$ cat src/dna_fragment_size_counter_top_macros.svh
// Assertion macros used by the fragment size counter top.
`ifndef DNA_FRAGMENT_SIZE_COUNTER_TOP_MACROS_SVH
`define DNA_FRAGMENT_SIZE_COUNTER_TOP_MACROS_SVH

// Check that cons holds in the same cycle as ante.
`define DFSC_ASSERT_SAME(label, ante, cons) \
    label: assert property (@(posedge i_clk) disable iff (!i_rst_n) (ante) |-> (cons)) \
        else $error("dfsc check failed");

// Check that cons holds in the cycle after ante.
`define DFSC_ASSERT_NEXT(label, ante, cons) \
    label: assert property (@(posedge i_clk) disable iff (!i_rst_n) (ante) |=> (cons)) \
        else $error("dfsc check failed");

`endif

$ cat src/dfsc_pkg.sv
// Shared types, widths and the chromosome length table.
package dfsc_pkg;

    localparam int CHR_W   = 6;
    localparam int POS_W   = 28;
    localparam int KEY_W   = CHR_W + POS_W;
    localparam int CNT_OUT_W = 9;
    localparam int WALK_CHR_W = CHR_W + 1;

    localparam int MAX_BREAKS_DEF      = 256;
    localparam int NUM_CHROMOSOMES_DEF = 40;

    localparam logic [POS_W-1:0] UPPER_RESET = '1;

    // Register indexes
    localparam logic REG_LOWER = 1'b0;
    localparam logic REG_UPPER = 1'b1;

    // Commands
    localparam logic CMD_ADD    = 1'b0;
    localparam logic CMD_FINISH = 1'b1;

    typedef struct packed {
        logic ins;
        logic shift;
    } t_cell_ctl;

    typedef struct packed {
        logic consume;
        logic done;
    } t_walk_stat;

    // Length of chromosome idx+1; chromosomes without an entry have length 0
    function automatic logic [POS_W-1:0] chr_len(input logic [CHR_W-1:0] idx);
        logic [POS_W-1:0] len;
        case (idx)
            6'd0, 6'd1:   len = 28'd195471971;
            6'd2, 6'd3:   len = 28'd182113224;
            6'd4, 6'd5:   len = 28'd160039680;
            6'd6, 6'd7:   len = 28'd156508116;
            6'd8, 6'd9:   len = 28'd151834684;
            6'd10, 6'd11: len = 28'd149736546;
            6'd12, 6'd13: len = 28'd145441459;
            6'd14, 6'd15: len = 28'd129401213;
            6'd16, 6'd17: len = 28'd124595110;
            6'd18, 6'd19: len = 28'd130694993;
            6'd20, 6'd21: len = 28'd122082543;
            6'd22, 6'd23: len = 28'd120129022;
            6'd24, 6'd25: len = 28'd120421639;
            6'd26, 6'd27: len = 28'd124902244;
            6'd28, 6'd29: len = 28'd104043685;
            6'd30, 6'd31: len = 28'd98207768;
            6'd32, 6'd33: len = 28'd94987271;
            6'd34, 6'd35: len = 28'd90702639;
            6'd36, 6'd37: len = 28'd61431566;
            6'd38:        len = 28'd171031299;
            6'd39:        len = 28'd91744698;
            default:      len = '0;
        endcase
        return len;
    endfunction

endpackage

$ cat src/dfsc_cell.sv
// One cell of the sorted break chain: holds one {chromosome, position} key.
module dfsc_cell (
    input  logic                          i_clk,
    input  dfsc_pkg::t_cell_ctl           i_ctl,
    input  logic                          i_valid,
    input  logic [dfsc_pkg::KEY_W-1:0]    i_new_key,
    input  logic [dfsc_pkg::KEY_W-1:0]    i_prev_key,
    input  logic                          i_prev_gt,
    input  logic [dfsc_pkg::KEY_W-1:0]    i_next_key,
    output logic [dfsc_pkg::KEY_W-1:0]    o_key,
    output logic                          o_gt
);

    logic [dfsc_pkg::KEY_W-1:0] r_key;
    logic [dfsc_pkg::KEY_W-1:0] n_key;

    // Empty cells and larger keys move aside for the new key
    assign o_gt  = !i_valid || (r_key > i_new_key);
    assign o_key = r_key;

    // Keep, take the new key, take the left neighbor, or drain from the right
    always_comb begin
        n_key = r_key;
        if (i_ctl.ins && o_gt) begin
            n_key = i_prev_gt ? i_prev_key : i_new_key;
        end else if (i_ctl.shift) begin
            n_key = i_next_key;
        end
    end

    always_ff @(posedge i_clk) begin
        r_key <= n_key;
    end

endmodule

$ cat config.mk
export PLATFORM = sky130hd
export DESIGN_NAME = dfsc_cell
export DESIGN_NICKNAME = d
export VERILOG_FILES = /design/src/dna_fragment_size_counter_top_macros.svh /design/src/dfsc_pkg.sv /design/src/dfsc_cell.sv
export SDC_FILE = /design/constraint.sdc
export NUM_CORES = 1
export LEC_CHECK = 0
export ABC_CLOCK_PERIOD_IN_PS = 3100
export BUFFER_PORTS_ARGS = -buffer_cell sky130_fd_sc_hd__buf_2
export CORE_MARGIN = 1.5
export CORE_UTILIZATION = 42
export DETAILED_ROUTE_END_ITERATION = 6
export PLACE_DENSITY = 0.77
export SLEW_MARGIN = 20
export SYNTH_ARGS = -nofsm -noshare
export SYNTH_HDL_FRONTEND = slang
export SYNTH_SLANG_ARGS = --single-unit
$ cat constraint.sdc
create_clock -name i_clk -period 3.1 [get_ports i_clk]
set_input_delay 0.155 -clock i_clk [delete_from_list [all_inputs] [get_ports i_clk]]
set_output_delay 0.155 -clock i_clk [all_outputs]
set_load 0.02 [all_outputs]
**Word-level counts from Yosys, hierarchy flattened**

Cells that the tools add are included.

- $lt $le $gt $ge: 1
- Multiplexer cells: 3
- Reductions and logical operators: 4

Operators by type and width:

| operator | count |
|---|---|
| $mux 34 | 3 |
| $gt 34x34->1 | 1 |
| $reduce_bool 2->1 | 1 |
| $logic_and 1x1->1 | 1 |
| $logic_not 1->1 | 1 |
| $logic_or 1x1->1 | 1 |

- Flip-flop bits (word level): 34
- Bits of input ports: 107
- Output and inout port bits: 35
- Logic and storage cells: 9

**Longest topological paths before layout**

- Depth after elaboration: 4
- Mapped depth: 9

**Least setup slack after synthesis**

OpenSTA, ideal clock, no wires.

- Path type: register -> register
- From: register r_key (netlist bit o_key[8])
- To: register r_key (netlist bit o_key[0]), enable pin
- Library setup time: 0.393 ns
- Arrival time: 2.819 ns
- Required time: 2.707 ns
- Path slack: -0.112 ns
- Cell stages (with the launch flop): 9
- Cell sequence: edfxtp_1 -> ha_1 -> and4_1 -> and4_1 -> a41oi_1 -> o41ai_2 -> a21oi_4 -> buf_6 -> or2_1

- Word-level cells in the longest chain between the ends: 4

Ends and longest elaborated chain:

| what | RTL line | RTL |
|---|---|---|
| start: declaration | dfsc_cell.sv:14 | `logic [dfsc_pkg::KEY_W-1:0] r_key;` |
| start signal: assignment | dfsc_cell.sv:32 | `r_key <= n_key;` |
| $gt 34x34->1 | dfsc_cell.sv:18 | `assign o_gt = !i_valid \|\| (r_key > i_new_key);` |
| $logic_or 1x1->1 | dfsc_cell.sv:18 |  |
| $logic_and 1x1->1 | dfsc_cell.sv:24 | `if (i_ctl.ins && o_gt) begin` |
| $reduce_bool 2->1 (no line) | -- |  |

No other way between the ends.
A chain may end at the register's enable or synchronous reset.

**Worst setup path after layout**

- From: register r_key (netlist bit o_key[29])
- To: register r_key (netlist bit o_key[0]), enable pin

The elaborated chain is that of the path after synthesis.

==> results.md <==
* Worst vdd ir at 0.2377 mV
* Worst reg2reg setup slack at 0.37 ns
* Site row count at 29
* Post-cts hold buffer count at 0
* Reg2Reg Launch Point: o_key[29]
* Setup ws final at 0.3708 ns
* Most area-consuming cells after synthesis: edfxtp_1 36%, mux2_4 15%, ha_1 15%
* Share of flip-flops with an asynchronous set or reset at 0%
* Initial core utilization at 43.99%
* Net count reported at finish at 558
* Element type at the critical path end: register
* Combined area of all synthesized cells at 2841 um^2
* Slew of the pin with the lowest slew margin at 0.8261 ns
* Final critical-path required period at 2.729 ns
* Share of the synthesized area in the top cell type at 35.93%
* Standard cell core area at 6459 um^2
* RSZ-0062 raised after global routing: false
* Final period utilization at 88.04%
* Top achievable clock speed at 366.4 MHz
* Distinct cells, synth at 34
* Worst-case setup slack after placement at 0.3599 ns
* Hold_ws at 0.1572 ns
* DRC violations left at 6
* Most frequent cells after synthesis: 40 x nand2_1, 39 x inv_1, 37 x o21ai_0, 34 x edfxtp_1, 34 x ha_1
* Startpoint-to-endpoint class of the critical path: register to register
* First-pass GRT wire length at 11120 um
* Synth area leader: edfxtp_1
* Clock tree root driver cell: clkbuf_8
* Fraction of final layout cells with drive strength greater than 1 at 44.50%
* Number of synthesized register bits at 34
* Sum of negative setup slack at 0 ns
* Classification of the worst-slack hold path: input port to register
* Iter 0 DRT Violations at 64
* Fraction of the yosys area taken by sequential cells at 35.93%
* Clock edge transition at the registers on the reported setup and hold paths at 0.07 ns
* Final Routed Wirelength at 7024 um
* Height of the die at 85.25 um
* Global placer's final weighted congestion at 0.7612
* Syn Area/Cell at 10.30 um^2
* Highest fanout seen on the critical path at 34
* Number of input and output port buffers inserted at 141
* CP Data Arrival Time at 2.64 ns
* Violations in the final reports: DRC
* TritonCTS Sinks at 34
* Clock skew at 0.007561 ns
* Post-detailed-route wirelength per cell at 14.19 um
* Worst relative slew slack at 44.93%
* Count leader, synth: nand2_1
* Count of endpoints failing setup in the final report at 0
* Most common flop cell mapped by yosys: edfxtp_1
* Detail-routed via count per cell at 5.069
* Power density relative to cell area at 424.9 nW/um^2
* Grt ovf at 0
* Count of flip-flops with a built-in enable after synthesis at 34
* Outcome: finished with violations
* Width of the die at 85.25 um
* Clock tree from TritonCTS: done
* Core Util, Final at 57.09%
* First drt pass iteration count at 6
* Syn Inst Count at 276
* Dpl hpwl at 5723 um
* Overall global routing resource usage at 19.78%
* Timing startpoint of the critical path: o_key[29]
* Antenna Diode Count at 0
* Initial antenna violation count at 0
* P&R area growth vs syn at 29.77%
* Worst-case clock buffer depth at 2
* Final Slew Violations at 0
* Count of vias placed by the detailed router at 2509
* Static leakage at 1.932 nW
* Buffer count from post-CTS setup fixing at 0
* # resized after CTS at 0
* Max FFs per register at 34
* Fill cell count at 590
* Area enclosed by the die boundary at 7268 um^2
* Startpoint type of the worst setup path: register
* Number of global-route vias before repair at 2458
* Number of I/O pins at 142
* Remaining antenna violation count at 0
* Maximum capacitance violations at 0
* Hold Fails Final Rpt at 0
* Required time of the critical path at 3.01 ns
* Largest net degree at the start of global routing at 47
* Mapped Nets at 417
* Area used by multi-input combinational logic at 1614 um^2
* Area occupied by registers at 1021 um^2
* H-Tree Depth at 2
* Syn. warnings at 0
* Insertion delay to the later sink of the worst-skew pair at 0.29 ns
* HP Start: i_next_key[2]
* Inserted Clock Buffers at 5
final timing paths:
path | endpoint | cells after the start
worst min-delay path | o_key[2] | 2
worst max-delay path | o_key[0] | 7
worst max register to register | o_key[0] | 7
worst min register to register | o_key[14] | 7
cells in the final DEF (no fill, tap or decap), types with 3 or more instances in the layout:
master	instances
ha_1	34
mux2_4	29
clkbuf_8	5
a21o_1	3
inv_1	39
o21ai_0	37
nand2_1	40
edfxtp_1	34
a21oi_1	13
mux2_1	5
and4_1	5
buf_2	141
buf_4	3
where the power goes:
| part | switching (mW) | internal, mW |
|---|---|---|
| Clock | 0.162 | 0.154 |
| Combinational | 0.337 | 0.284 |
| Sequential | 0.0340 | 0.596 |
critical path, cell delays in order, from the launching register on:
cell and delay (ns):
edfxtp_1 0.41, ha_1 0.35, nand4_2 0.19, nor3_1 0.21
a22o_1 0.24, nor3_1 0.10, a21oi_4 0.18, or2_2 0.68
kinds of logic (layout without fill, tap and decap cells):
group	count (synthesis)	after routing	share of synthesized area (%)
compound gates	65	65	13.56
fa+ha+maj	34	34	14.97
buf+inv	49	191	7.266
flops	34	34	35.93
mux	35	35	17.70
simple gates	59	59	10.57
per-stage QoR:
stage	total power, mW	cell area [um^2]	cells
after floorplan	1.058	2841	276
after global placement	1.244	3606	487
after detailed placement	1.265	3606	487
after CTS	1.585	3687	495
after global routing	1.668	3687	495
final	1.567	3687	495
metal layers:
metal | global-route usage (%) | share of wire, %
met5 | 0 | 0
met4 | 6.891 | 1.7
met3 | 5.447 | 7.2
met2 | 35.64 | 50
met1 | 22.47 | 41
layout make-up:
cell class	count	share of cell area, %
repair buffers	144	19.75
inverters	39	3.970
clock buffers	6	1.968
flip-flops and latches	34	27.69
well taps	77	2.613
multi-input cells	193	43.77
clock inverters	2	0.2375
Power figures use the tool's default switching activity.
