[src/dna_fragment_size_counter_top_macros.svh]
// Assertion macros used by the fragment size counter top.
`ifndef DNA_FRAGMENT_SIZE_COUNTER_TOP_MACROS_SVH
`define DNA_FRAGMENT_SIZE_COUNTER_TOP_MACROS_SVH

// Check that cons holds in the same cycle as ante.
`define DFSC_ASSERT_SAME(label, ante, cons) \
    label: assert property (@(posedge i_clk) disable iff (!i_rst_n) (ante) |-> (cons)) \
        else $error("dfsc check failed");

// Check that cons holds in the cycle after ante.
`define DFSC_ASSERT_NEXT(label, ante, cons) \
    label: assert property (@(posedge i_clk) disable iff (!i_rst_n) (ante) |=> (cons)) \
        else $error("dfsc check failed");

`endif

[src/dfsc_pkg.sv]
// Shared types, widths and the chromosome length table.
package dfsc_pkg;

    localparam int CHR_W   = 6;
    localparam int POS_W   = 28;
    localparam int KEY_W   = CHR_W + POS_W;
    localparam int CNT_OUT_W = 9;
    localparam int WALK_CHR_W = CHR_W + 1;

    localparam int MAX_BREAKS_DEF      = 256;
    localparam int NUM_CHROMOSOMES_DEF = 40;

    localparam logic [POS_W-1:0] UPPER_RESET = '1;

    // Register indexes
    localparam logic REG_LOWER = 1'b0;
    localparam logic REG_UPPER = 1'b1;

    // Commands
    localparam logic CMD_ADD    = 1'b0;
    localparam logic CMD_FINISH = 1'b1;

    typedef struct packed {
        logic ins;
        logic shift;
    } t_cell_ctl;

    typedef struct packed {
        logic consume;
        logic done;
    } t_walk_stat;

    // Length of chromosome idx+1; chromosomes without an entry have length 0
    function automatic logic [POS_W-1:0] chr_len(input logic [CHR_W-1:0] idx);
        logic [POS_W-1:0] len;
        case (idx)
            6'd0, 6'd1:   len = 28'd195471971;
            6'd2, 6'd3:   len = 28'd182113224;
            6'd4, 6'd5:   len = 28'd160039680;
            6'd6, 6'd7:   len = 28'd156508116;
            6'd8, 6'd9:   len = 28'd151834684;
            6'd10, 6'd11: len = 28'd149736546;
            6'd12, 6'd13: len = 28'd145441459;
            6'd14, 6'd15: len = 28'd129401213;
            6'd16, 6'd17: len = 28'd124595110;
            6'd18, 6'd19: len = 28'd130694993;
            6'd20, 6'd21: len = 28'd122082543;
            6'd22, 6'd23: len = 28'd120129022;
            6'd24, 6'd25: len = 28'd120421639;
            6'd26, 6'd27: len = 28'd124902244;
            6'd28, 6'd29: len = 28'd104043685;
            6'd30, 6'd31: len = 28'd98207768;
            6'd32, 6'd33: len = 28'd94987271;
            6'd34, 6'd35: len = 28'd90702639;
            6'd36, 6'd37: len = 28'd61431566;
            6'd38:        len = 28'd171031299;
            6'd39:        len = 28'd91744698;
            default:      len = '0;
        endcase
        return len;
    endfunction

endpackage

[src/dfsc_walk.sv]
// Finish sequencer: walks chromosomes and the chain head, counting fragments.
module dfsc_walk #(
    parameter int NUM_CHROMOSOMES = dfsc_pkg::NUM_CHROMOSOMES_DEF
) (
    input  logic                             i_clk,
    input  logic                             i_rst_n,
    input  logic                             i_start,
    input  logic                             i_head_valid,
    input  logic [dfsc_pkg::KEY_W-1:0]       i_head_key,
    input  logic [dfsc_pkg::POS_W-1:0]       i_lower,
    input  logic [dfsc_pkg::POS_W-1:0]       i_upper,
    output dfsc_pkg::t_walk_stat             o_stat,
    output logic [dfsc_pkg::CNT_OUT_W-1:0]   o_total
);

    localparam int CW = dfsc_pkg::WALK_CHR_W;
    localparam int PW = dfsc_pkg::POS_W;

    logic                               r_busy;
    logic [CW-1:0]                      r_chr;
    logic [PW-1:0]                      r_prev;
    logic                               r_end_used;
    logic [dfsc_pkg::CNT_OUT_W-1:0]     r_total;

    logic [PW-1:0]                      len;
    logic [PW-1:0]                      head_pos;
    logic                               head_match;
    logic                               past_last;
    logic                               end_first;
    logic [PW-1:0]                      diff;
    logic                               add_en;
    logic                               hit;

    assign len        = dfsc_pkg::chr_len(dfsc_pkg::CHR_W'(r_chr - CW'(1)));
    assign head_pos   = i_head_key[PW-1:0];
    assign head_match = i_head_valid &&
                        ({1'b0, i_head_key[dfsc_pkg::KEY_W-1:PW]} == r_chr);
    assign past_last  = r_chr > CW'(NUM_CHROMOSOMES);
    assign end_first  = !r_end_used && (len < head_pos);

    // Pick the fragment closed in this cycle
    always_comb begin
        diff   = len - r_prev;
        add_en = 1'b0;
        if (r_busy && !past_last) begin
            if (head_match) begin
                add_en = 1'b1;
                diff   = end_first ? (len - r_prev) : (head_pos - r_prev);
            end else begin
                add_en = !r_end_used;
            end
        end
    end

    assign hit = add_en && (diff >= i_lower) && (diff <= i_upper);

    assign o_stat.consume = r_busy && !past_last && head_match && !end_first;
    assign o_stat.done    = r_busy && past_last;
    assign o_total        = r_total;

    // Advance one break or one chromosome end per cycle
    always_ff @(posedge i_clk) begin
        if (!i_rst_n) begin
            r_busy <= 1'b0;
        end else if (i_start) begin
            r_busy <= 1'b1;
        end else if (o_stat.done) begin
            r_busy <= 1'b0;
        end
    end

    always_ff @(posedge i_clk) begin
        if (i_start) begin
            r_chr      <= CW'(1);
            r_prev     <= '0;
            r_end_used <= 1'b0;
            r_total    <= '0;
        end else if (r_busy && !past_last) begin
            if (hit && (r_total != '1)) begin
                r_total <= r_total + dfsc_pkg::CNT_OUT_W'(1);
            end
            if (head_match) begin
                if (end_first) begin
                    r_prev     <= len;
                    r_end_used <= 1'b1;
                end else begin
                    r_prev <= head_pos;
                end
            end else begin
                r_chr      <= r_chr + CW'(1);
                r_prev     <= '0;
                r_end_used <= 1'b0;
            end
        end
    end

endmodule

[config.mk]
export PLATFORM = sky130hd
export DESIGN_NAME = dfsc_walk
export DESIGN_NICKNAME = d
export VERILOG_FILES = /design/src/dna_fragment_size_counter_top_macros.svh /design/src/dfsc_pkg.sv /design/src/dfsc_walk.sv
export SDC_FILE = /design/constraint.sdc
export NUM_CORES = 1
export LEC_CHECK = 0
export CAP_MARGIN = 15
export CORE_ASPECT_RATIO = 2
export CORE_UTILIZATION = 50
export CTS_BUF_LIST = sky130_fd_sc_hd__clkbuf_8
export CTS_CLUSTER_DIAMETER = 100
export CTS_CLUSTER_SIZE = 12
export DETAILED_ROUTE_END_ITERATION = 16
export DONT_BUFFER_PORTS = 1
export GPL_ROUTABILITY_DRIVEN = 1
export SYNTH_ARGS = -nofsm -noshare
export SYNTH_HDL_FRONTEND = slang
export SYNTH_SLANG_ARGS = --single-unit
[constraint.sdc]
create_clock -name i_clk -period 8.24 [get_ports i_clk]
set_clock_uncertainty 0.05 [all_clocks]
set_input_delay 0.824 -clock i_clk [delete_from_list [all_inputs] [get_ports i_clk]]
set_output_delay 0.824 -clock i_clk [all_outputs]
set_load 0.02 [all_outputs]
# --- After elaboration in Yosys (flattened, before gate mapping) ---
# Memories as Yosys holds them, arrays and structs flattened.
# Cells that the tools add are included.
totals:
  latchBits: 0
  wordCells: 46
  register_bits: 46
  n_memories: 1
  mem_bits_ro: 1792
  ram_bits: 0
op_classes:
  n_mul: 0
  n_bitwise: 1
  n_mux: 11
  magnitude_cmp: 4
  reduce_logical: 16
  div: 0
  n_eq_ne: 3
  n_shift: 0
  add_sub_neg: 5
memory_table:
  columns: ["memory", "words", "word_bits", "read_ports", "rd_clocked_by_memory_dff", "wr", "line", "source"]
  rows:
  - ["(no name shown)", 64, 28, 1, 0, 0, "dfsc_pkg.sv:36", "case (idx)"]
ops:
  columns: ["op", "count"]
  rows:
  - ["28-bit 2-to-1 mux", 5]
  - ["28-bit subtractor", 2]
  - ["28-bit >= comparator", 1]
  - ["28-bit <= comparator", 1]
  - ["28-bit < comparator", 1]
  - ["9-bit by 1-bit adder with 9-bit output, second input constant", 1]
  - ["1-bit logical AND", 9]
  - ["9-bit inequality test, second input constant", 1]
  - ["7-bit by 1-bit adder with 7-bit output, second input constant", 1]
  - ["6-bit by 7-bit == test with 1-bit output", 1]
  - ["7-bit by 6-bit greater-than comparator with 1-bit output, second input constant", 1]
  - ["1-bit 2-to-1 mux", 6]
  - ["2-bit AND reduction", 3]
  - ["6-bit by 1-bit subtractor with 6-bit output, second input constant", 1]
  - ["1-bit logical NOT", 3]
  - ["2-bit by 1-bit inequality test with 1-bit output, second input constant", 1]
  - ["2-bit nonzero test", 1]
  - ["1-bit inverter", 1]

# --- Depth between registers and ports, before layout ---
# Gate-level depths: netlist of run 1.
# An unclocked memory read counts as a cell.
depth:
  depth_word: 12
  depth_mapped: 40
  depth_no_buf: 33

# --- Least setup slack after synthesis of run 1 ---
# Ideal clock, no wire load.
synth_timing:
  kind: "register to register"
  startpoint: "register r_chr[0]"
  endpoint: "register r_total, in the netlist o_total[4]"
  arrival_time_ns: 7.091
  stages_incl_launch_ff: 40
  required_ns: 8.119
  period_less_slack_ns: 7.212
  setup_slack_ns: 1.028
  n_path_buf: 6
  path_cell_list: "dfxtp_1 inv_1 ha_1 inv_1 ha_1 clkbuf_1 inv_1 ha_1 clkbuf_1 nand2_1 a21oi_1 nor2_1 a22oi_1 o21ai_0 ha_1 a21o_1 a21o_1 a211oi_1 (+4 left out) buf_2 nand2b_1 buf_4 buf_2 nand2_1 o21ai_0 ha_1 a21o_1 a21o_1 a21o_1 a21o_1 a211o_1 o211ai_1 a21oi_1 or2_2 clkbuf_1 or4_1 a21oi_1"
synth_between:
  elab_chain_cells: 12
  word_cells_on_any_way: 21
synth_lines:
  columns: ["item", "line", "source"]
  rows:
  - ["from (decl)", "dfsc_walk.sv:20", "logic [CW-1:0] r_chr;"]
  - ["from (signal assigned)", "dfsc_walk.sv:90", "r_chr <= r_chr + CW'(1);"]
  - ["6-bit by 1-bit subtractor with 6-bit output", "dfsc_walk.sv:34", "assign len = dfsc_pkg::chr_len(dfsc_pkg::CHR_W'(r_chr - CW'(1)));"]
  - ["memory read 64 x 28 bit", null, null]
  - ["28-bit < comparator", "dfsc_walk.sv:39", "assign end_first = !r_end_used && (len < head_pos);"]
  - ["1-bit logical AND", "dfsc_walk.sv:39", null]
  - ["28-bit 2-to-1 mux", "dfsc_walk.sv:48", "diff = end_first ? (len - r_prev) : (head_pos - r_prev);"]
  - ["28-bit 2-to-1 mux", "dfsc_walk.sv:46", "if (head_match) begin"]
  - ["28-bit 2-to-1 mux", "dfsc_walk.sv:45", "if (r_busy && !past_last) begin"]
  - ["28-bit >= comparator", "dfsc_walk.sv:55", "assign hit = add_en && (diff >= i_lower) && (diff <= i_upper);"]
  - ["1-bit logical AND (2 in series)", "dfsc_walk.sv:55", null]
  - ["1-bit logical AND", "dfsc_walk.sv:79", "if (hit && (r_total != '1)) begin"]
  - ["2-bit AND reduction (no source line) (*)", null, null]
  - ["to (signal assigned)", "dfsc_walk.sv:80", "r_total <= r_total + dfsc_pkg::CNT_OUT_W'(1);"]
  - ["to (decl)", "dfsc_walk.sv:23", "logic [dfsc_pkg::CNT_OUT_W-1:0] r_total;"]
# Every way passes the cells marked *; elsewhere a longest branch is shown, timed or not.
# A chain may end at the register's enable or synchronous reset.

# --- Worst setup path in the final report of run 1 ---
layout_timing:
  startpoint: "register r_chr[0]"
  endpoint: "register r_total, in the netlist o_total[3]"
# The elaborated chain is that of the path after synthesis.

==> results of run 1 <==
==> where the power goes <==
part / internal [W] / switching (W) / leakage, nW / total [W]
registers: 0.000227 / 0.0000112 / 0.371 / 0.000238
clock network: 0.0000640 / 0.000109 / 0.0506 / 0.000173
logic: 0.000708 / 0.00100 / 3.63 / 0.00171
total: 0.000999 / 0.00112 / 4.05 / 0.00212
==> kinds of logic (layout without fill, tap and decap cells) <==
logic type	count (synthesis)	count (layout)	share of synthesized area [%]
buffers and inverters	179	165	8.70
DFF	46	46	11.3
and+or+nand+nor	288	288	17.3
AOI/OAI and AO/OA	361	361	27.6
muxes	38	38	4.89
adders and majority gates	153	153	23.6
xor gates and xnor gates	62	62	6.73
==> synthesized netlist by cell type (8+ instances only) <==
cell / count / area share [%]
o21a_1: 8 / 0.73
o211ai_1: 16 / 1.5
nand2_1: 90 / 4.1
mux2i_1: 31 / 3.8
nor3_1: 10 / 0.61
or3_1: 9 / 0.69
o21ai_0: 105 / 6.4
nand3_1: 18 / 1.1
ha_1: 151 / 23
nand4_1: 26 / 2.0
xnor2_1: 34 / 3.6
dfxtp_1: 46 / 11
nand2b_1: 19 / 1.5
o21bai_1: 9 / 0.83
a21o_1: 52 / 4.8
a211oi_1: 10 / 0.92
xor2_1: 27 / 2.9
nor2_1: 66 / 3.0
nor2b_1: 22 / 1.7
clkbuf_1: 35 / 1.6
inv_1: 130 / 6.0
a21oi_1: 91 / 5.6
a31oi_1: 12 / 0.92
==> tightest hold or removal path, stage by stage, from the launching register on <==
cell	delay (ps)
dfxtp_1	340
nand2_1	40
o21ai_0	50
==> state kept, by name (all words and copies together) (netlist names) <==
| signal | flops |
|---|---|
| r_prev | 28 |
| o_total | 9 |
| r_chr | 7 |
| r_busy | 1 |
| r_end_used | 1 |
==> per-stage QoR <==
step	setup WS, ps	power [W]	utilization (%)	hold slack (ps)	instance area (um2)
2_1_floorplan	1030	0.00149	-	375	8180
3_3_place_gp	46.3	0.00193	53.2	384	8440
3_5_place_dp	-30.1	0.00192	53.2	393	8440
4_1_cts	93.2	0.00211	53.9	420	8550
5_1_grt	-7.74	0.00233	54.2	438	8590
6_report	429	0.00212	54.2	414	8590
==> layout make-up <==
type                       count  area share, %
clock buffer                   5          0.801
inverter                     131           5.73
tap                          201           2.93
timing repair buffer          26           2.42
sequential                    46           10.8
multi-input combinational    902           77.0
clock inverter                 3          0.335
==> metal layers <==
layer	routed length (um)	up-vias
met5	0	-
met4	1440	0
met3	977	81
met2	14800	243
met1	9480	3786
li1	-	3992
==> repair_timing <==
action                                 in CTS  in global routing
gates cloned                                0                  0
setup endpoints to repair                   5                  9
endpoints found under the hold margin       0                  0
resized for setup                           0                 14
buffers inserted                            1                  0
==> path summary, 6_finish.rpt <==
check	to
setup / recovery	o_total[3]
hold / removal	r_prev[26]
setup reg to reg	o_total[3]
hold reg to reg	r_prev[26]
==> impl_metrics.env, run 1 <==
export IMPL_run_status="completed"
export IMPL_seqCellArea_um2=923
export IMPL_antenna_left=0
export IMPL_die_y_um=183
export IMPL_layout_commonest_cell="ha_1"
export IMPL_cp_depth=30
export IMPL_required_ps=8470
export IMPL_tightestPinTransition_ps=1060
export IMPL_die_width_um=92.5
export IMPL_cts_buffers=5
export IMPL_finalHoldViolCount=0
export IMPL_cp_max_fo=20
export IMPL_fp_dieArea_um2=16900
export IMPL_syn_nets=1374
export IMPL_fin_crit_sh_pct=94.8
export IMPL_grtUsageMet2_pct=64.9
export IMPL_cp_top_family="compound AO/OA/AOI/OAI gates"
export IMPL_h_tree_depth=2
export IMPL_p_leak_nw=4.05
export IMPL_grt_overflow=0
export IMPL_gp_congestion=0.968
export IMPL_timing_critical_path_mode_cell="ha_1"
export IMPL_grt_first_pass_wirelength_um=41600
export IMPL_clk_latency_ps=350
export IMPL_vdd_drop_max_mv=0.146
export IMPL_syn_inst=1127
export IMPL_multiInputGateArea_um2=6620
export IMPL_r2r_cells=30
export IMPL_hpwl_um=22300
export IMPL_synth_edf_count=0
export IMPL_critical_path_buf_inv_count=5
export IMPL_r2r_start="r_chr[0]"
export IMPL_startpoint="r_chr[0]"
export IMPL_yosys_register_bits=46
export IMPL_ys_flop_type="dfxtp_1"
export IMPL_arrival_ps=8040
export IMPL_finalCriticalPeriod_ps=7810
export IMPL_grt_pass1_vias=8176
export IMPL_whs_path_depth=2
export IMPL_cts_num_sinks=46
export IMPL_routedWlPerCell_um=20.3
export IMPL_grt_total_usage_pct=32.0
export IMPL_ys_seq_area_share_pct=11.3
export IMPL_fin_tns_setup_ps=0
export IMPL_clockBufferDepth=2
export IMPL_first_pass_iters=5
export IMPL_post_drt_via_cell_ratio=6.17
export IMPL_startpoint_type="flop"
export IMPL_drtIter0Drc=330
export IMPL_routed_wl_um=26700
export IMPL_grtUsageMet1_pct=29.9
export IMPL_initial_utilization_pct=51.6
export IMPL_antenna_found_initial=0
export IMPL_final_cell_mix="ha_1, inv_1, o21ai_0, nand2_1, a21oi_1"
export IMPL_ys_warn_count=0
export IMPL_max_freq_mhz=128
export IMPL_cts_hold_buf=0
export IMPL_pin_count=105
export IMPL_cap_violations=0
export IMPL_clockRootBuffer="clkbuf_8"
export IMPL_fin_nets=1359
export IMPL_max_stage_delay_ps=590
export IMPL_final_cells=1314
export IMPL_place_inst=1305
export IMPL_async_reset_ff_share_pct=0
export IMPL_critPathCaptureType="flop"
export IMPL_syn2layout_area_growth_pct=4.95
export IMPL_slowest_stage="or4_1"
export IMPL_grt_max_degree=51
export IMPL_vias=8102
export IMPL_synth_cell_types=68
export IMPL_setup_viol=0
export IMPL_power_density_nw_per_um2=247
export IMPL_synth_avg_cell_area_um2=7.26
export IMPL_min_from="r_prev[26]"
export IMPL_nFillCells=1650
export IMPL_fp_coreArea_um2=15900
export IMPL_hp_class="reg2reg"
export IMPL_grt_busiest_layer="met2"
export IMPL_grt_use_met3_pct=3.32
export IMPL_reg2reg_slack_ps=430
export IMPL_path_clk_slew_ps=110
export IMPL_final_max_slew_viol_count=0
export IMPL_setup_worst_path_class="reg2reg"
export IMPL_drive_gt1_share_pct=5.75
export IMPL_rows=65
export IMPL_syn_cell_area_um2=8180
export IMPL_drc=0
export IMPL_cts_tree="yes"
export IMPL_port_buffers=0
export IMPL_antennaDiodeCount=0
export IMPL_slew_headroom_pct=29.0
(Power assumes the default switching activity.)
==> run 2, diff against run 1 <==
--- a/config.mk
+++ b/config.mk
@@ -7,7 +7,7 @@
 export LEC_CHECK = 0
 export CAP_MARGIN = 15
 export CORE_ASPECT_RATIO = 2
-export CORE_UTILIZATION = 50
+export CORE_UTILIZATION = 35
 export CTS_BUF_LIST = sky130_fd_sc_hd__clkbuf_8
 export CTS_CLUSTER_DIAMETER = 100
 export CTS_CLUSTER_SIZE = 12
==> impl_metrics.env, run 2 (synthesis gave the netlist of run 1 again) <==
export IMPL_regMostFlops="r_prev"
export IMPL_startpoint_type="flop"
export IMPL_grt_max_degree=51
export IMPL_startpoint="r_chr[1]"
export IMPL_required_ps=8450
export IMPL_m1WireLength_um=9700
export IMPL_largest_reg_flops=28
export IMPL_p_leak_nw=4.07
export IMPL_fin_crit_sh_pct=93.6
export IMPL_top_layer="met4"
export IMPL_r2r_cells=30
export IMPL_fp_dieArea_um2=24000
export IMPL_drtIter0Drc=316
export IMPL_cap_violations=0
export IMPL_drive_gt1_share_pct=5.72
export IMPL_arrival_ps=7930
export IMPL_critPathCaptureType="flop"
export IMPL_power_density_nw_per_um2=243
export IMPL_die_width_um=110
export IMPL_grt_overflow=0
export IMPL_vdd_drop_max_mv=0.120
export IMPL_cts_resized=0
export IMPL_grt_total_usage_pct=23.5
export IMPL_cts_num_sinks=46
export IMPL_max_stage_delay_ps=540
export IMPL_antennaDiodeCount=0
export IMPL_nFillCells=2517
export IMPL_grt_pass1_vias=8227
export IMPL_fin_tns_setup_ps=0
export IMPL_wl_met2_um=15400
export IMPL_reg2reg_slack_ps=530
export IMPL_initial_utilization_pct=35.8
export IMPL_port_buffers=0
export IMPL_tightestPinTransition_ps=977
export IMPL_post_drt_via_cell_ratio=5.80
export IMPL_antenna_found_initial=0
export IMPL_cp_max_fo=20
export IMPL_run_status="completed"
export IMPL_postCtsSetupBuffers=0
export IMPL_first_pass_iters=5
export IMPL_slowest_stage="or4_1"
export IMPL_cts_buffers=5
export IMPL_wl_met3_um=737
export IMPL_clockRootBuffer="clkbuf_8"
export IMPL_cts_tree="yes"
export IMPL_final_util_pct=38.1
export IMPL_finalCriticalPeriod_ps=7710
export IMPL_rows=78
export IMPL_die_y_um=218
export IMPL_final_cell_mix="ha_1, inv_1, o21ai_0, nand2_1, a21oi_1"
export IMPL_slew_headroom_pct=34.7
export IMPL_finalHoldViolCount=0
export IMPL_endpoint="o_total[4]"
export IMPL_fin_nets=1364
export IMPL_h_tree_depth=2
export IMPL_clk_latency_ps=330
export IMPL_rsz0062_at_grt="no"
export IMPL_max_freq_mhz=130
export IMPL_syn2layout_area_growth_pct=6.19
export IMPL_routed_wl_um=27600
export IMPL_timing_critical_path_mode_cell="ha_1"
export IMPL_drc=0
export IMPL_pin_count=105
export IMPL_setup_viol=0
export IMPL_hp_class="reg2reg"
export IMPL_path_clk_slew_ps=90
export IMPL_hpwl_um=23500
export IMPL_r2r_start="r_chr[1]"
export IMPL_layout_commonest_cell="ha_1"
export IMPL_routedWlPerCell_um=19.7
export IMPL_antenna_left=0
export IMPL_clockBufferDepth=2
export IMPL_grt_first_pass_wirelength_um=42500
export IMPL_gp_congestion=0.991
export IMPL_fp_coreArea_um2=22800
export IMPL_cts_hold_buf=0
export IMPL_vias=8104
export IMPL_setup_worst_path_class="reg2reg"
export IMPL_reg2reg_to="o_total[4]"
export IMPL_final_max_slew_viol_count=0
run 2: changes by cell type in the layout (fill, tap and decap cells not counted), sizes merged:
cell	delta
buf	+5
clkinv	+1
inv	-1
run 2: cell type report:
class / count / area [um2] / share of cell area (%)
Multi-Input combinational cell: 902 / 6590 / 75.9
Sequential cell: 46 / 922 / 10.6
Inverter: 131 / 492 / 5.66
Tap cell: 280 / 350 / 4.03
Timing Repair Buffer: 31 / 245 / 2.82
Clock buffer: 5 / 68.8 / 0.792
Clock inverter: 3 / 17.5 / 0.202
run 2: how the worst min path moves through the flow:
stage | cells past startpoint | to | startpoint
after floorplan | 2 | r_prev[10] | r_prev[10]
after global placement | 2 | r_prev[12] | r_prev[12]
after detailed placement | 2 | r_prev[12] | r_prev[12]
final | 2 | r_prev[13] | r_prev[13]
after CTS | 2 | r_prev[12] | r_prev[12]
after global routing | 2 | r_prev[6] | r_prev[6]
run 2: power breakdown:
part / switching, W / internal (W)
clock network: 0.0000936 / 0.0000590
logic: 0.00100 / 0.000722
registers: 0.00000942 / 0.000227
total: 0.00111 / 0.00101
run 2: critical path: cells and delay by family (launching register included):
| kind | cells | cell delay [ps] |
|---|---|---|
| compound gates | 12 | 2910 |
| simple gates | 7 | 1890 |
| fa+ha+maj | 5 | 1560 |
| buf+inv | 3 | 400 |
| flops | 1 | 370 |
| xor+xnor | 2 | 340 |
| mux | 1 | 100 |
run 2: per-stage QoR:
stage / cells / power, W / setup slack (ps) / instance area [um2] / hold WS (ps)
after floorplan: 1127 / 0.00149 / 1030 / 8180 / 375
after detailed placement: 1390 / 0.00195 / 343 / 8590 / 392
after CTS: 1398 / 0.00211 / 320 / 8670 / 414
after global routing: 1398 / 0.00233 / 54.0 / 8690 / 433
after global placement: 1390 / 0.00194 / 474 / 8590 / 383
final: 1398 / 0.00212 / 529 / 8690 / 411
run 2: per-layer routing:
layer,GRT usage [%],up-vias
li1,-,4003
met1,22.0,3830
met2,46.7,194
met3,1.85,77
met4,14.5,0
met5,0,-
==> run 3, diff against run 2 <==
--- a/config.mk
+++ b/config.mk
@@ -8,7 +8,6 @@
 export CAP_MARGIN = 15
 export CORE_ASPECT_RATIO = 2
 export CORE_UTILIZATION = 35
-export CTS_BUF_LIST = sky130_fd_sc_hd__clkbuf_8
 export CTS_CLUSTER_DIAMETER = 100
 export CTS_CLUSTER_SIZE = 12
 export DETAILED_ROUTE_END_ITERATION = 16
==> impl_metrics.env, run 3 (synthesis gave the netlist of run 1 again) <==
export IMPL_run_status="completed"
export IMPL_fin_tns_setup_ps=0
export IMPL_worst_hold_slack_ps=403
export IMPL_layout_commonest_cell="ha_1"
export IMPL_die_y_um=218
export IMPL_post_drt_via_cell_ratio=5.78
export IMPL_cts_num_sinks=46
export IMPL_timing_critical_path_mode_cell="ha_1"
export IMPL_critPathCaptureType="flop"
export IMPL_fp_coreArea_um2=22800
export IMPL_fin_nets=1364
export IMPL_power_density_nw_per_um2=249
export IMPL_tightestPinTransition_ps=985
export IMPL_clockRootBuffer="clkbuf_16"
export IMPL_antenna_left=0
export IMPL_grt_pass1_vias=8255
export IMPL_setup_ws_ps=482
export IMPL_rows=78
export IMPL_antenna_found_initial=0
export IMPL_drive_gt1_share_pct=5.64
export IMPL_setup_viol=0
export IMPL_reg2reg_slack_ps=480
export IMPL_port_buffers=0
export IMPL_drc=0
export IMPL_first_pass_iters=5
export IMPL_grt_overflow=0
export IMPL_max_freq_mhz=129
export IMPL_h_tree_depth=2
export IMPL_hp_class="reg2reg"
export IMPL_gp_congestion=0.991
export IMPL_endpoint="o_total[4]"
export IMPL_final_max_slew_viol_count=0
export IMPL_routedWlPerCell_um=19.7
export IMPL_finalPower_w=0.00218
export IMPL_path_clk_slew_ps=70
export IMPL_syn2layout_area_growth_pct=6.87
export IMPL_reg2reg_to="o_total[4]"
export IMPL_slew_headroom_pct=34.2
export IMPL_grt_max_degree=51
export IMPL_clockBufferDepth=2
export IMPL_regMostFlops="r_prev"
export IMPL_die_width_um=110
export IMPL_pin_count=105
export IMPL_startpoint="r_chr[1]"
export IMPL_initial_utilization_pct=35.8
export IMPL_pre_cts_slack_ps=343
export IMPL_slowest_stage="or4_1"
export IMPL_required_ps=8430
export IMPL_cts_buffers=5
export IMPL_vias=8082
export IMPL_drtIter0Drc=339
export IMPL_cap_violations=0
export IMPL_grt_total_usage_pct=23.5
export IMPL_finalCriticalPeriod_ps=7760
export IMPL_cp_max_fo=9
export IMPL_hpwl_um=23500
export IMPL_r2r_start="r_chr[1]"
export IMPL_fp_dieArea_um2=24000
export IMPL_finalHoldViolCount=0
export IMPL_max_stage_delay_ps=540
export IMPL_startpoint_type="flop"
export IMPL_clk_latency_ps=310
export IMPL_cts_tree="yes"
export IMPL_final_cell_mix="ha_1, inv_1, o21ai_0, nand2_1, a21oi_1"
export IMPL_grt_first_pass_wirelength_um=42600
export IMPL_fin_crit_sh_pct=94.2
export IMPL_arrival_ps=7950
export IMPL_setup_worst_path_class="reg2reg"
export IMPL_largest_reg_flops=28
export IMPL_p_leak_nw=4.09
export IMPL_r2r_cells=30
export IMPL_vdd_drop_max_mv=0.144
export IMPL_antennaDiodeCount=0
export IMPL_routed_wl_um=27500
## run 3: worst max-delay path: cells and delay by family, from the launching register on
kind            cells  cell delay [ps]
flops               1              450
compound gates     11             2720
xor+xnor            1              170
mux                 2              590
buf+inv             5              590
simple gates        5             1580
fa+ha+maj           6             1540
## run 3: repair_timing
action / CTS / global route
endpoints found under the hold margin: 0 / 0
gates resized for setup: 0 / 4
setup endpoints to repair: 0 / 7
hold buffers: 0 / 0
buffers inserted: 0 / 0
## run 3: layout make-up
type | instances | area, um2
fill | 2511 | 14100
tap | 280 | 350
inverter | 131 | 492
clock buffer | 6 | 129
multi-input combinational | 902 | 6590
sequential | 46 | 921
timing repair buffer | 31 | 245
clock inverter | 2 | 13.8
## run 3: where the power goes
part | switching, W | internal, W
Sequential | 0.00000963 | 0.000227
Combinational | 0.00100 | 0.000722
Clock | 0.000101 | 0.000113
Total | 0.00112 | 0.00106
## run 3: per-layer routing
layer	share of wire, %	global-route usage (%)	vias up	wire length [um]
li1	-	-	4004	-
met1	35	22.0	3784	9630
met2	55	46.2	207	15200
met3	2.5	1.94	87	691
met4	7.4	15.5	0	2030
met5	0	0	-	0
## run 3: worst min path at each step
stage	from	to	slack, ps	cells after the start
3_3_place_gp	r_prev[12]	r_prev[12]	380	2
4_1_cts	r_prev[12]	r_prev[12]	410	2
5_1_grt	r_prev[6]	r_prev[6]	430	2
3_5_place_dp	r_prev[12]	r_prev[12]	390	2
6_report	r_prev[13]	r_prev[13]	400	2
2_1_floorplan	r_prev[10]	r_prev[10]	380	2
## run 3: stage by stage
stage	instance area (um2)	std cells	utilization [%]
6_report	8740	1398	38.3
5_1_grt	8740	1398	38.3
4_1_cts	8730	1398	38.2
3_5_place_dp	8590	1390	37.6
3_3_place_gp	8590	1390	37.6
2_1_floorplan	8180	1127	-
